`config.mk`:
```
export PLATFORM = sky130hd
export DESIGN_NAME = y4m_stream_deframer_unit
export DESIGN_NICKNAME = d
export VERILOG_FILES = /design/src/design/y4m_pkg.sv /design/src/design/y4m_stream_deframer_unit.sv
export VERILOG_INCLUDE_DIRS = /design/src /design/src/design
export SDC_FILE = /design/constraint.sdc
export NUM_CORES = 2
export LEC_CHECK = 0
export BUFFER_PORTS_ARGS = -buffer_cell sky130_fd_sc_hd__buf_2
export CAP_MARGIN = 20
export CORE_ASPECT_RATIO = 1.25
export CORE_MARGIN = 1.5
export CORE_UTILIZATION = 46
export DETAILED_ROUTE_END_ITERATION = 8
export PLACE_DENSITY_LB_ADDON = 0.05
export SYNTH_ARGS = -nofsm -noshare
export SYNTH_HDL_FRONTEND = slang
export SYNTH_SLANG_ARGS = --single-unit
```
`constraint.sdc`:
```
create_clock -name clk -period 10.95 [get_ports clk]
set_input_delay 2.19 -clock clk [delete_from_list [all_inputs] [get_ports clk]]
set_output_delay 2.19 -clock clk [all_outputs]
set_load 0.005 [all_outputs]
```
`src/design/y4m_stream_deframer_unit_macros.svh`:
```
// assertion helpers for the deframer unit
`ifndef Y4M_STREAM_DEFRAMER_UNIT_MACROS_SVH
`define Y4M_STREAM_DEFRAMER_UNIT_MACROS_SVH

// same-cycle implication, checked at each rising edge outside reset
`define Y4M_ASSERT_NOW(lbl, ante, cons, msg) \
    lbl: assert property (@(posedge clk) disable iff (!rst_n) (ante) |-> (cons)) \
        else $error(msg);

// next-cycle implication
`define Y4M_ASSERT_NEXT(lbl, ante, cons, msg) \
    lbl: assert property (@(posedge clk) disable iff (!rst_n) (ante) |=> (cons)) \
        else $error(msg);

`endif

```
`src/design/y4m_pkg.sv`:
```
`timescale 1ns / 1ps
// ----------------------------------------------------------------------------
// y4m_pkg
// shared types, character codes and helpers for the y4m stream deframer
// ----------------------------------------------------------------------------
package y4m_pkg;

    typedef enum logic [2:0] {
        PH_MAGIC,
        PH_HEADER,
        PH_FRAME_MAGIC,
        PH_FRAME_TAGS,
        PH_PAYLOAD
    } phase_t;

    localparam int unsigned CHROMA_TOKEN_LEN = 8;

    // result kinds
    localparam logic [1:0] KIND_PAYLOAD = 2'd0;
    localparam logic [1:0] KIND_STREAM  = 2'd1;
    localparam logic [1:0] KIND_FRAME   = 2'd2;
    localparam logic [1:0] KIND_ERROR   = 2'd3;

    // chroma codes
    localparam logic [2:0] CHR_420     = 3'd0;
    localparam logic [2:0] CHR_411     = 3'd1;
    localparam logic [2:0] CHR_422     = 3'd2;
    localparam logic [2:0] CHR_444     = 3'd3;
    localparam logic [2:0] CHR_444A    = 3'd4;
    localparam logic [2:0] CHR_MONO    = 3'd5;
    localparam logic [2:0] CHR_UNKNOWN = 3'd6;

    // interlace codes
    localparam logic [1:0] IL_PROG   = 2'd0;
    localparam logic [1:0] IL_TOP    = 2'd1;
    localparam logic [1:0] IL_BOTTOM = 2'd2;
    localparam logic [1:0] IL_MIXED  = 2'd3;

    localparam logic [7:0] MAGIC_TXT [0:8] = '{"Y", "U", "V", "4", "M", "P", "E", "G", "2"};
    localparam logic [7:0] FRAME_TXT [0:4] = '{"F", "R", "A", "M", "E"};

    localparam logic [7:0] CH_LF    = 8'h0A;
    localparam logic [7:0] CH_SPACE = 8'h20;

    localparam logic [30:0] NUM_CAP = 31'h7FFF_FFFF;
    localparam logic [30:0] DIM_CAP = 31'h0000_FFFF;

    // decimal accumulate with saturation at cap
    function automatic logic [30:0] acc_dec(input logic [30:0] acc, input logic [3:0] d,
                                            input logic [30:0] cap);
        logic [34:0] v;
        v = {1'b0, acc, 3'b000} + {3'b000, acc, 1'b0} + {31'd0, d};
        if (v > {4'd0, cap})
            return cap;
        else
            return v[30:0];
    endfunction

    function automatic logic is_ws(input logic [7:0] c);
        return (c == CH_SPACE) || (c >= 8'd9 && c <= 8'd13);
    endfunction

endpackage

```
`src/design/y4m_stream_deframer_unit.sv`:
```
`timescale 1ns / 1ps
// ----------------------------------------------------------------------------
// y4m_stream_deframer_unit
// yuv4mpeg2 byte stream deframer: header and frame line parsing, payload pass
// ----------------------------------------------------------------------------
// takes one stream byte per cycle and answers with at most one registered
// result item per byte; a new byte is taken every cycle unless a finished
// result is held by a stalled output. the stream header yields one kind 1
// item with width, height, chroma, interlace, rate and aspect; each FRAME
// line yields a kind 2 item, then every payload byte a kind 0 item with pts
// and a last flag. frame size is worked out behind the header (multiply,
// then combine), well before any frame line can end. any error gives kind 3
// on that byte and on every later one until reset.
module y4m_stream_deframer_unit (
    input  logic        clk,
    input  logic        rst_n,
    input  logic        in_valid,
    output logic        in_stall,
    input  logic [7:0]  byte_in,
    output logic        out_valid,
    input  logic        out_stall,
    output logic [1:0]  kind,
    output logic [7:0]  byte_out,
    output logic        last_of_frame,
    output logic [15:0] width,
    output logic [15:0] height,
    output logic [2:0]  chroma,
    output logic [1:0]  interlace,
    output logic [31:0] time_scale,
    output logic [35:0] duration,
    output logic [62:0] pts,
    output logic [30:0] aspect_num,
    output logic [30:0] aspect_den
);

    // parser state
    y4m_pkg::phase_t phase_reg, phase_next;
    logic [3:0]  mi_reg, mi_next;          // match index
    logic [7:0]  tag_reg, tag_next;        // current tag letter
    logic        intok_reg, intok_next;
    logic [30:0] acc_reg, acc_next;
    logic [30:0] first_reg, first_next;
    logic [3:0]  clen_reg, clen_next;      // chroma token length, saturates one past the store
    logic        cseen_reg, cseen_next;
    logic [7:0]  ctok_mem [0:y4m_pkg::CHROMA_TOKEN_LEN-1];
    logic        ctok_we;
    logic [2:0]  ctok_addr;

    // stream attributes
    logic [15:0] w_reg, w_next;
    logic [15:0] h_reg, h_next;
    logic [2:0]  chr_reg, chr_next;
    logic [1:0]  il_reg, il_next;
    logic [31:0] ts_reg, ts_next;
    logic [32:0] sd_reg, sd_next;
    logic [30:0] an_reg, an_next;
    logic [30:0] ad_reg, ad_next;

    // frame tracking
    logic [33:0] fsize_reg;
    logic [33:0] bl_reg, bl_next;          // bytes left
    logic [35:0] fd_reg, fd_next;          // this frame's duration
    logic [62:0] pts_reg, pts_next;
    logic        err_reg, err_next;

    // frame size pipe: stage 0 multiplies, stage 1 combines
    logic [1:0]  size_pipe_reg;
    logic        size_start;
    logic [31:0] prod_a_reg, prod_b_reg;
    logic [15:0] op_b1, op_b2;

    // events of the byte in hand
    logic        in_fire;
    logic        ev_err, ev_hdr, ev_frm, ev_pay, ev_last;
    logic        dig;
    logic [33:0] bl_dec;
    logic [34:0] d3;

    // result register
    logic        out_valid_reg, out_valid_next;
    logic [1:0]  kind_reg;
    logic [7:0]  byte_reg;
    logic        last_reg;
    logic [15:0] wo_reg, ho_reg;
    logic [2:0]  co_reg;
    logic [1:0]  io_reg;
    logic [31:0] tso_reg;
    logic [35:0] dur_reg;
    logic [62:0] ptso_reg;
    logic [30:0] ano_reg, ado_reg;
    logic        load_out;
    logic [1:0]  kind_next;
    logic [35:0] dur_next;

    // the input waits only while a finished item is held downstream
    assign in_stall = out_valid_reg && out_stall;
    assign in_fire  = in_valid && !in_stall;
    assign dig      = (byte_in >= "0") && (byte_in <= "9");
    assign bl_dec   = (bl_reg != 34'd0) ? bl_reg - 34'd1 : bl_reg;
    assign d3       = {2'b00, sd_reg} + {1'b0, sd_reg, 1'b0};

    // next state of the parser and stream attributes
    always_comb
    begin
        phase_next = phase_reg;
        mi_next    = mi_reg;
        tag_next   = tag_reg;
        intok_next = intok_reg;
        acc_next   = acc_reg;
        first_next = first_reg;
        clen_next  = clen_reg;
        cseen_next = cseen_reg;
        ctok_we    = 1'b0;
        ctok_addr  = clen_reg[2:0];
        w_next     = w_reg;
        h_next     = h_reg;
        chr_next   = chr_reg;
        il_next    = il_reg;
        ts_next    = ts_reg;
        sd_next    = sd_reg;
        an_next    = an_reg;
        ad_next    = ad_reg;
        bl_next    = bl_reg;
        fd_next    = fd_reg;
        pts_next   = pts_reg;
        err_next   = err_reg;
        size_start = 1'b0;
        ev_err     = 1'b0;
        ev_hdr     = 1'b0;
        ev_frm     = 1'b0;
        ev_pay     = 1'b0;
        ev_last    = 1'b0;

        if (in_fire)
        begin
            if (err_reg)
            begin
                ev_err = 1'b1;
            end
            else
            begin
                case (phase_reg)
                    y4m_pkg::PH_MAGIC:
                    begin
                        if (mi_reg < 4'd9 && byte_in == y4m_pkg::MAGIC_TXT[mi_reg])
                        begin
                            mi_next = mi_reg + 4'd1;
                            if (mi_reg == 4'd8)
                            begin
                                phase_next = y4m_pkg::PH_HEADER;
                                intok_next = 1'b1;
                                tag_next   = 8'd0;
                                mi_next    = 4'd0;
                            end
                        end
                        else
                        begin
                            err_next = 1'b1;
                            ev_err   = 1'b1;
                        end
                    end

                    y4m_pkg::PH_HEADER:
                    begin
                        if (y4m_pkg::is_ws(byte_in))
                        begin
                            // token end
                            if (intok_reg)
                            begin
                                case (tag_reg)
                                    "W": w_next = acc_reg[15:0];
                                    "H": h_next = acc_reg[15:0];
                                    "F":
                                    begin
                                        if (mi_reg < 4'd3)
                                            err_next = 1'b1;
                                        else
                                        begin
                                            ts_next = {1'b0, first_reg};
                                            sd_next = {2'b00, acc_reg};
                                        end
                                    end
                                    "A":
                                    begin
                                        if (mi_reg < 4'd3)
                                            err_next = 1'b1;
                                        else
                                        begin
                                            an_next = first_reg;
                                            ad_next = acc_reg;
                                        end
                                    end
                                    default: ;
                                endcase
                            end
                            intok_next = 1'b0;
                            if (err_next)
                                ev_err = 1'b1;
                            else if (byte_in == y4m_pkg::CH_LF)
                            begin
                                // header finish: defaults, mixed doubling, chroma
                                if (ts_next == 32'd0 || sd_next == 33'd0)
                                begin
                                    ts_next = 32'd25;
                                    sd_next = 33'd1;
                                end
                                if (an_next == 31'd0 || ad_next == 31'd0)
                                begin
                                    an_next = 31'd1;
                                    ad_next = 31'd1;
                                end
                                if (il_reg == y4m_pkg::IL_MIXED)
                                begin
                                    ts_next = {ts_next[30:0], 1'b0};
                                    sd_next = {sd_next[31:0], 1'b0};
                                end
                                if (!cseen_reg)
                                    chr_next = y4m_pkg::CHR_420;
                                else if (clen_reg >= 4'd3 && ctok_mem[0] == "4"
                                         && ctok_mem[1] == "2" && ctok_mem[2] == "0")
                                    chr_next = y4m_pkg::CHR_420;
                                else if (clen_reg == 4'd3 && ctok_mem[0] == "4"
                                         && ctok_mem[1] == "1" && ctok_mem[2] == "1")
                                    chr_next = y4m_pkg::CHR_411;
                                else if (clen_reg == 4'd3 && ctok_mem[0] == "4"
                                         && ctok_mem[1] == "2" && ctok_mem[2] == "2")
                                    chr_next = y4m_pkg::CHR_422;
                                else if (clen_reg == 4'd3 && ctok_mem[0] == "4"
                                         && ctok_mem[1] == "4" && ctok_mem[2] == "4")
                                    chr_next = y4m_pkg::CHR_444;
                                else if (clen_reg == 4'd8 && ctok_mem[0] == "4"
                                         && ctok_mem[1] == "4" && ctok_mem[2] == "4"
                                         && ctok_mem[3] == "a" && ctok_mem[4] == "l"
                                         && ctok_mem[5] == "p" && ctok_mem[6] == "h"
                                         && ctok_mem[7] == "a")
                                    chr_next = y4m_pkg::CHR_444A;
                                else if (clen_reg == 4'd4 && ctok_mem[0] == "m"
                                         && ctok_mem[1] == "o" && ctok_mem[2] == "n"
                                         && ctok_mem[3] == "o")
                                    chr_next = y4m_pkg::CHR_MONO;
                                else
                                    chr_next = y4m_pkg::CHR_UNKNOWN;
                                size_start = 1'b1;
                                ev_hdr     = 1'b1;
                                phase_next = y4m_pkg::PH_FRAME_MAGIC;
                                mi_next    = 4'd0;
                            end
                        end
                        else if (!intok_reg)
                        begin
                            intok_next = 1'b1;
                            tag_next   = byte_in;
                            mi_next    = 4'd0;
                            acc_next   = 31'd0;
                            first_next = 31'd0;
                            if (byte_in == "C")
                            begin
                                cseen_next = 1'b1;
                                clen_next  = 4'd0;
                            end
                        end
                        else
                        begin
                            case (tag_reg)
                                "W", "H":
                                begin
                                    if (mi_reg == 4'd0)
                                    begin
                                        if (dig)
                                            acc_next = y4m_pkg::acc_dec(acc_reg, byte_in[3:0],
                                                                        y4m_pkg::DIM_CAP);
                                        else
                                            mi_next = 4'd1;
                                    end
                                end
                                "I":
                                begin
                                    if (mi_reg == 4'd0)
                                    begin
                                        if (byte_in == "p" || byte_in == "?")
                                            il_next = y4m_pkg::IL_PROG;
                                        else if (byte_in == "t")
                                            il_next = y4m_pkg::IL_TOP;
                                        else if (byte_in == "b")
                                            il_next = y4m_pkg::IL_BOTTOM;
                                        else if (byte_in == "m")
                                            il_next = y4m_pkg::IL_MIXED;
                                        mi_next = 4'd1;
                                    end
                                end
                                "C":
                                begin
                                    if (clen_reg < 4'd8)
                                        ctok_we = 1'b1;
                                    if (clen_reg <= 4'd8)
                                        clen_next = clen_reg + 4'd1;
                                end
                                "F", "A":
                                begin
                                    if (mi_reg == 4'd0 || mi_reg == 4'd2)
                                    begin
                                        if (dig)
                                        begin
                                            acc_next = y4m_pkg::acc_dec(acc_reg, byte_in[3:0],
                                                                        y4m_pkg::NUM_CAP);
                                            mi_next  = mi_reg + 4'd1;
                                        end
                                        else
                                            err_next = 1'b1;
                                    end
                                    else if (mi_reg == 4'd1)
                                    begin
                                        if (dig)
                                            acc_next = y4m_pkg::acc_dec(acc_reg, byte_in[3:0],
                                                                        y4m_pkg::NUM_CAP);
                                        else if (byte_in == ":")
                                        begin
                                            first_next = acc_reg;
                                            acc_next   = 31'd0;
                                            mi_next    = 4'd2;
                                        end
                                        else
                                            err_next = 1'b1;
                                    end
                                    else if (mi_reg == 4'd3)
                                    begin
                                        if (dig)
                                            acc_next = y4m_pkg::acc_dec(acc_reg, byte_in[3:0],
                                                                        y4m_pkg::NUM_CAP);
                                        else
                                            mi_next = 4'd4;
                                    end
                                end
                                default: ;
                            endcase
                            if (err_next)
                                ev_err = 1'b1;
                        end
                    end

                    y4m_pkg::PH_FRAME_MAGIC:
                    begin
                        if (mi_reg < 4'd5 && byte_in == y4m_pkg::FRAME_TXT[mi_reg[2:0]])
                        begin
                            mi_next = mi_reg + 4'd1;
                            if (mi_reg == 4'd4)
                            begin
                                phase_next = y4m_pkg::PH_FRAME_TAGS;
                                intok_next = 1'b1;
                                tag_next   = 8'd0;
                                mi_next    = 4'd0;
                                fd_next    = {3'd0, sd_reg};
                            end
                        end
                        else
                        begin
                            err_next = 1'b1;
                            ev_err   = 1'b1;
                        end
                    end

                    y4m_pkg::PH_FRAME_TAGS:
                    begin
                        if (y4m_pkg::is_ws(byte_in))
                        begin
                            intok_next = 1'b0;
                            if (byte_in == y4m_pkg::CH_LF)
                            begin
                                ev_frm = 1'b1;
                                if (fsize_reg == 34'd0)
                                begin
                                    ev_last    = 1'b1;
                                    pts_next   = pts_reg + {27'd0, fd_reg};
                                    phase_next = y4m_pkg::PH_FRAME_MAGIC;
                                    mi_next    = 4'd0;
                                end
                                else
                                begin
                                    bl_next    = fsize_reg;
                                    phase_next = y4m_pkg::PH_PAYLOAD;
                                end
                            end
                        end
                        else if (!intok_reg)
                        begin
                            intok_next = 1'b1;
                            tag_next   = byte_in;
                            mi_next    = 4'd0;
                            acc_next   = 31'd0;
                            first_next = 31'd0;
                        end
                        else if (tag_reg == "I" && mi_reg == 4'd0)
                        begin
                            if (byte_in == "t" || byte_in == "b" || byte_in == "1")
                                fd_next = {3'd0, sd_reg};
                            else if (byte_in == "T" || byte_in == "B")
                                fd_next = {2'd0, d3[34:1]};
                            else if (byte_in == "2")
                                fd_next = {2'd0, sd_reg, 1'b0};
                            else if (byte_in == "3")
                                fd_next = {1'b0, d3};
                            mi_next = 4'd1;
                        end
                    end

                    y4m_pkg::PH_PAYLOAD:
                    begin
                        bl_next = bl_dec;
                        ev_pay  = 1'b1;
                        if (bl_dec == 34'd0)
                        begin
                            ev_last    = 1'b1;
                            pts_next   = pts_reg + {27'd0, fd_reg};
                            phase_next = y4m_pkg::PH_FRAME_MAGIC;
                            mi_next    = 4'd0;
                        end
                    end

                    default:
                    begin
                        err_next = 1'b1;
                        ev_err   = 1'b1;
                    end
                endcase
            end
        end
    end

    // result item formation
    always_comb
    begin
        load_out  = ev_err || ev_hdr || ev_frm || ev_pay;
        kind_next = y4m_pkg::KIND_ERROR;
        dur_next  = fd_reg;
        if (ev_pay)
            kind_next = y4m_pkg::KIND_PAYLOAD;
        else if (ev_hdr)
        begin
            kind_next = y4m_pkg::KIND_STREAM;
            dur_next  = {3'd0, sd_next};
        end
        else if (ev_frm)
            kind_next = y4m_pkg::KIND_FRAME;
        if (load_out)
            out_valid_next = 1'b1;
        else if (out_stall)
            out_valid_next = out_valid_reg;
        else
            out_valid_next = 1'b0;
    end

    // frame size operands by chroma layout
    always_comb
    begin
        case (chr_reg)
            y4m_pkg::CHR_420:
            begin
                op_b1 = {1'b0, w_reg[15:1]};
                op_b2 = {1'b0, h_reg[15:1]};
            end
            y4m_pkg::CHR_411:
            begin
                op_b1 = {2'b00, w_reg[15:2]};
                op_b2 = h_reg;
            end
            y4m_pkg::CHR_422:
            begin
                op_b1 = {1'b0, w_reg[15:1]};
                op_b2 = h_reg;
            end
            default:
            begin
                op_b1 = 16'd0;
                op_b2 = 16'd0;
            end
        endcase
    end

    always_ff @(posedge clk)
    begin
        if (size_pipe_reg[0])
        begin
            prod_a_reg <= w_reg * h_reg;
            prod_b_reg <= op_b1 * op_b2;
        end
    end

    // chroma token store, no reset
    always_ff @(posedge clk)
    begin
        if (ctok_we)
            ctok_mem[ctok_addr] <= byte_in;
    end

    always_ff @(posedge clk or negedge rst_n)
    begin
        if (!rst_n)
        begin
            phase_reg     <= y4m_pkg::PH_MAGIC;
            mi_reg        <= 4'd0;
            tag_reg       <= 8'd0;
            intok_reg     <= 1'b0;
            acc_reg       <= 31'd0;
            first_reg     <= 31'd0;
            clen_reg      <= 4'd0;
            cseen_reg     <= 1'b0;
            w_reg         <= 16'd0;
            h_reg         <= 16'd0;
            chr_reg       <= y4m_pkg::CHR_420;
            il_reg        <= y4m_pkg::IL_PROG;
            ts_reg        <= 32'd0;
            sd_reg        <= 33'd0;
            an_reg        <= 31'd0;
            ad_reg        <= 31'd0;
            fsize_reg     <= 34'd0;
            bl_reg        <= 34'd0;
            fd_reg        <= 36'd0;
            pts_reg       <= 63'd0;
            err_reg       <= 1'b0;
            size_pipe_reg <= 2'b00;
            out_valid_reg <= 1'b0;
        end
        else
        begin
            phase_reg     <= phase_next;
            mi_reg        <= mi_next;
            tag_reg       <= tag_next;
            intok_reg     <= intok_next;
            acc_reg       <= acc_next;
            first_reg     <= first_next;
            clen_reg      <= clen_next;
            cseen_reg     <= cseen_next;
            w_reg         <= w_next;
            h_reg         <= h_next;
            chr_reg       <= chr_next;
            il_reg        <= il_next;
            ts_reg        <= ts_next;
            sd_reg        <= sd_next;
            an_reg        <= an_next;
            ad_reg        <= ad_next;
            bl_reg        <= bl_next;
            fd_reg        <= fd_next;
            pts_reg       <= pts_next;
            err_reg       <= err_next;
            size_pipe_reg <= {size_pipe_reg[0], size_start};
            out_valid_reg <= out_valid_next;
            if (size_pipe_reg[1])
            begin
                case (chr_reg)
                    y4m_pkg::CHR_420, y4m_pkg::CHR_411, y4m_pkg::CHR_422:
                        fsize_reg <= {2'b00, prod_a_reg} + {1'b0, prod_b_reg, 1'b0};
                    y4m_pkg::CHR_444:
                        fsize_reg <= {2'b00, prod_a_reg} + {1'b0, prod_a_reg, 1'b0};
                    y4m_pkg::CHR_444A:
                        fsize_reg <= {prod_a_reg, 2'b00};
                    y4m_pkg::CHR_MONO:
                        fsize_reg <= {2'b00, prod_a_reg};
                    default:
                        fsize_reg <= 34'd0;
                endcase
            end
        end
    end

    // result payload, no reset needed; error items carry zeros
    always_ff @(posedge clk)
    begin
        if (load_out)
        begin
            kind_reg <= kind_next;
            if (ev_err)
            begin
                byte_reg <= 8'd0;
                last_reg <= 1'b0;
                wo_reg   <= 16'd0;
                ho_reg   <= 16'd0;
                co_reg   <= 3'd0;
                io_reg   <= 2'd0;
                tso_reg  <= 32'd0;
                dur_reg  <= 36'd0;
                ptso_reg <= 63'd0;
                ano_reg  <= 31'd0;
                ado_reg  <= 31'd0;
            end
            else
            begin
                byte_reg <= ev_pay ? byte_in : 8'd0;
                last_reg <= ev_last;
                wo_reg   <= w_next;
                ho_reg   <= h_next;
                co_reg   <= chr_next;
                io_reg   <= il_next;
                tso_reg  <= ts_next;
                dur_reg  <= dur_next;
                ptso_reg <= pts_reg;
                ano_reg  <= an_next;
                ado_reg  <= ad_next;
            end
        end
    end

    assign out_valid     = out_valid_reg;
    assign kind          = kind_reg;
    assign byte_out      = byte_reg;
    assign last_of_frame = last_reg;
    assign width         = wo_reg;
    assign height        = ho_reg;
    assign chroma        = co_reg;
    assign interlace     = io_reg;
    assign time_scale    = tso_reg;
    assign duration      = dur_reg;
    assign pts           = ptso_reg;
    assign aspect_num    = ano_reg;
    assign aspect_den    = ado_reg;

`include "y4m_stream_deframer_unit_macros.svh"

    `Y4M_ASSERT_NOW(a_size_ready, ev_frm, size_pipe_reg == 2'b00, "frame size not settled at frame line end")
    `Y4M_ASSERT_NEXT(a_err_sticky, err_reg, err_reg, "error flag cleared without reset")
    `Y4M_ASSERT_NOW(a_payload_left, phase_reg == y4m_pkg::PH_PAYLOAD, bl_reg != 34'd0, "payload phase with no bytes left")
    `Y4M_ASSERT_NOW(a_err_zero, out_valid_reg && kind_reg == y4m_pkg::KIND_ERROR, ptso_reg == 63'd0 && dur_reg == 36'd0, "error item carries data")

endmodule
```
==> flow_metrics.tcl <==
set metrics [dict create \
    status "completed" \
    globalplace.congestion 0.927 \
    nets 7111 \
    worst-path-max-fanout 40 \
    synth.distinct_cells 89 \
    grt_start_max_net_pins 138 \
    syn-num-nets 7027 \
    synth-edff-count 368 \
    core_um2 128000 \
    hold_slack_ns 0.461 \
    numPortBuffers 253 \
    clk_pin_slew_ns 0.07 \
    wirelength_um 184000 \
    worstRegToRegCells 25 \
    syn_area_per_cell_um2 9.48 \
    synth_common_cells "nand2_1 (771), inv_1 (522), nor2_1 (511)" \
    post_cts_buffers 0 \
    finalSetupViolCount 0 \
    grt_use_total 0.285 \
    first_pass_iters 7 \
    max_freq_ghz 0.119 \
    place_ws_ns 2.51 \
    dp.cells 7969 \
    worst_slew_pin_slew_ns 1.07 \
    post_drt_via_cell_ratio 5.73 \
    post-route-util 0.508 \
    yosysSeqAreaShare 0.362 \
    synthArstFlopShare 0.531 \
    synth_cells 6263 \
    die_x_um 324 \
    r2r_start "chr_reg[0]$_DFF_PN0_" \
    timing_worst_setup_path_type "reg2reg" \
    grt_overflow 0 \
    finalCritPeriodShare 0.768 \
    max-slew-margin-rel 0.281 \
    clk_latency_ns 0.72 \
    root_buffer "clkbuf_16" \
    post-route-cell-area_um2 65100 \
    setup.worst_path.start "chr_reg[0]$_DFF_PN0_" \
    dp_hpwl_um 138000 \
    hp-class "reg2reg" \
    vdd_ir_drop_max_mv 0.102 \
    die_area_um2 131000 \
    die_y_um 405 \
    largest_register_ffs 126 \
    worstHoldEndpoint "pts_reg[62]$_DFFE_PN0P_" \
    min_from "pts_reg[62]$_DFFE_PN0P_" \
    drive_gt1_frac 0.101 \
    wire_per_inst_um 22.6 \
    r2r_slack_ns 2.54 \
    final_antenna_net_count 0 \
    worst_ep_arrival_time_ns 8.86 \
    grt_pass1_vias 47400 \
    tns_ns 0 \
    grt_pass1_wl_um 285000 \
    synth_largest_area_cell "edfxtp_1" \
    syn2layout_area_growth_pct 9.63 \
    whs_path_depth 1 \
    clockBufferDepth 3 \
    cts_tree "yes" \
    cts_buffers 84 \
    slew_violations 0 \
    clock_skew_ns 0.0355 \
    total_power_mw 6.54 \
    netlist.area_leader.share 0.186 \
    ys_seq_elements 785 \
    holdBufCountCts 0 \
    synthFlopType "dfrtp_1" \
    dpl-instance-area_um2 62200 \
    finalWorstSetupSlack_ns 2.54 \
    synthTopCellsByArea "edfxtp_1 (19%), dfrtp_1 (18%), fa_1 (13%)" \
    antenna_found_initial 4 \
    vias 46600 \
    ctsResizeCount 0 \
    power_leakage_nw 29.4 \
    syn-cell-area_um2 59400 \
    ios 255 \
    critPathRequiredTime_ns 11.40 \
    drc 0 \
    powerDensity_nw_per_um2 101 \
    row_count 147 \
    htreeDepth 3 \
    drtIter0Drc 3247 \
    yosysMostFrequentCell "nand2_1" \
    crit_path_end_kind "flip-flop" \
    post-route-min-period_ns 8.41 \
    rsz0062_at_grt "no" \
    maxCapViolCount 0 \
    start_kind "flip-flop" \
    reg2reg_to "prod_b_reg[24]$_DFFE_PP_" \
    fin_cells 8130 \
    cts_sinks 785 \
    yosys_warnings 0 \
    start_util 0.463 \
    hold_violations 0 \
]
where the power goes:
part | internal, mW | total, mW | switching [mW]
clock | 1.66 | 2.94 | 1.28
combinational | 0.128 | 0.372 | 0.245
sequential | 3.18 | 3.23 | 0.0564
layout make-up:
class                   count  area, µm²
inverters                 523       1960
well taps                1713       2140
diodes                      1       2.50
clock buffers             106       2250
multi-input cells        4603      34600
flip-flops and latches    785      21500
clock inverters            49        520
repair buffers            350       2050
fillers                 12100      63100
worst max-delay path, cell delays in order (launching register included):
cell       delay, ns
dfrtp_2         0.48
buf_4           0.33
nor2_2          0.89
a22oi_1         0.18
or2_2           0.46
or2_2           0.34
fa_1            0.50
fa_1            0.42
inv_1           0.06
ha_1            0.22
ha_1            0.18
inv_1           0.07
fa_1            0.44
fa_1            0.49
inv_1           0.04
ha_1            0.33
o21a_1          0.19
o21a_1          0.17
a2111oi_0       0.71
o31ai_1         0.29
a41oi_1         0.36
a21boi_0        0.16
o41ai_1         0.41
o21bai_1        0.10
a21oi_1         0.19
xnor2_1         0.08
worst max path at each step:
stage / cells past startpoint / slack, ns / to
4_1_cts: 24 / 2.47 / prod_b_reg[30]$_DFFE_PP_
3_3_place_gp: 24 / 2.55 / prod_b_reg[24]$_DFFE_PP_
3_5_place_dp: 24 / 2.51 / prod_b_reg[24]$_DFFE_PP_
2_1_floorplan: 10 / 1.86 / aspect_den[0]$_SDFFCE_PP0P_
6_report: 25 / 2.54 / prod_b_reg[24]$_DFFE_PP_
5_1_grt: 24 / 2.15 / prod_b_reg[24]$_DFFE_PP_
cell usage in the layout, fill, tap and decap left out, drive strengths merged, types with 18 or more instances in the layout:
cell	count
xnor2	114
nand4	49
nand2	771
a21oi	362
nand3b	18
inv	526
nor3	102
nand3	109
a31oi	31
dfrtp	417
or2	36
or3	22
o31ai	24
xor2	90
mux2i	58
a21o	92
nand2b	40
clkbuf	107
a22oi	66
nor2	511
ha	372
and3	34
edfxtp	368
nor2b	40
o22ai	25
a211oi	50
fa	380
o21a	55
clkinv	32
o211ai	26
mux2	67
and2	313
a22o	63
buf	349
o21ai	338
nor4	80
o21bai	21
o221ai	27
cell families (layout without fill, tap and decap cells):
family	count (synthesis)	count (layout)	share of synthesized area
and+or+nand+nor	2191	2191	0.177
muxes	138	138	0.0274
buffers and inverters	875	1028	0.0557
AOI/OAI and AO/OA	1317	1317	0.141
other	1	2	0.0000632
xor gates and xnor gates	204	204	0.0301
DFF	785	785	0.362
adders and majority gates	752	752	0.207
per-layer routing:
| layer | global-route usage | vias to the layer above | part of all wire |
|---|---|---|---|
| met4 | 0.137 | 0 | 0.051 |
| met5 | 0 | - | 0 |
| met1 | 0.341 | 23300 | 0.40 |
| li1 | - | 21800 | - |
| met2 | 0.508 | 1222 | 0.51 |
| met3 | 0.0303 | 351 | 0.041 |
Power figures use the tool's default switching activity.
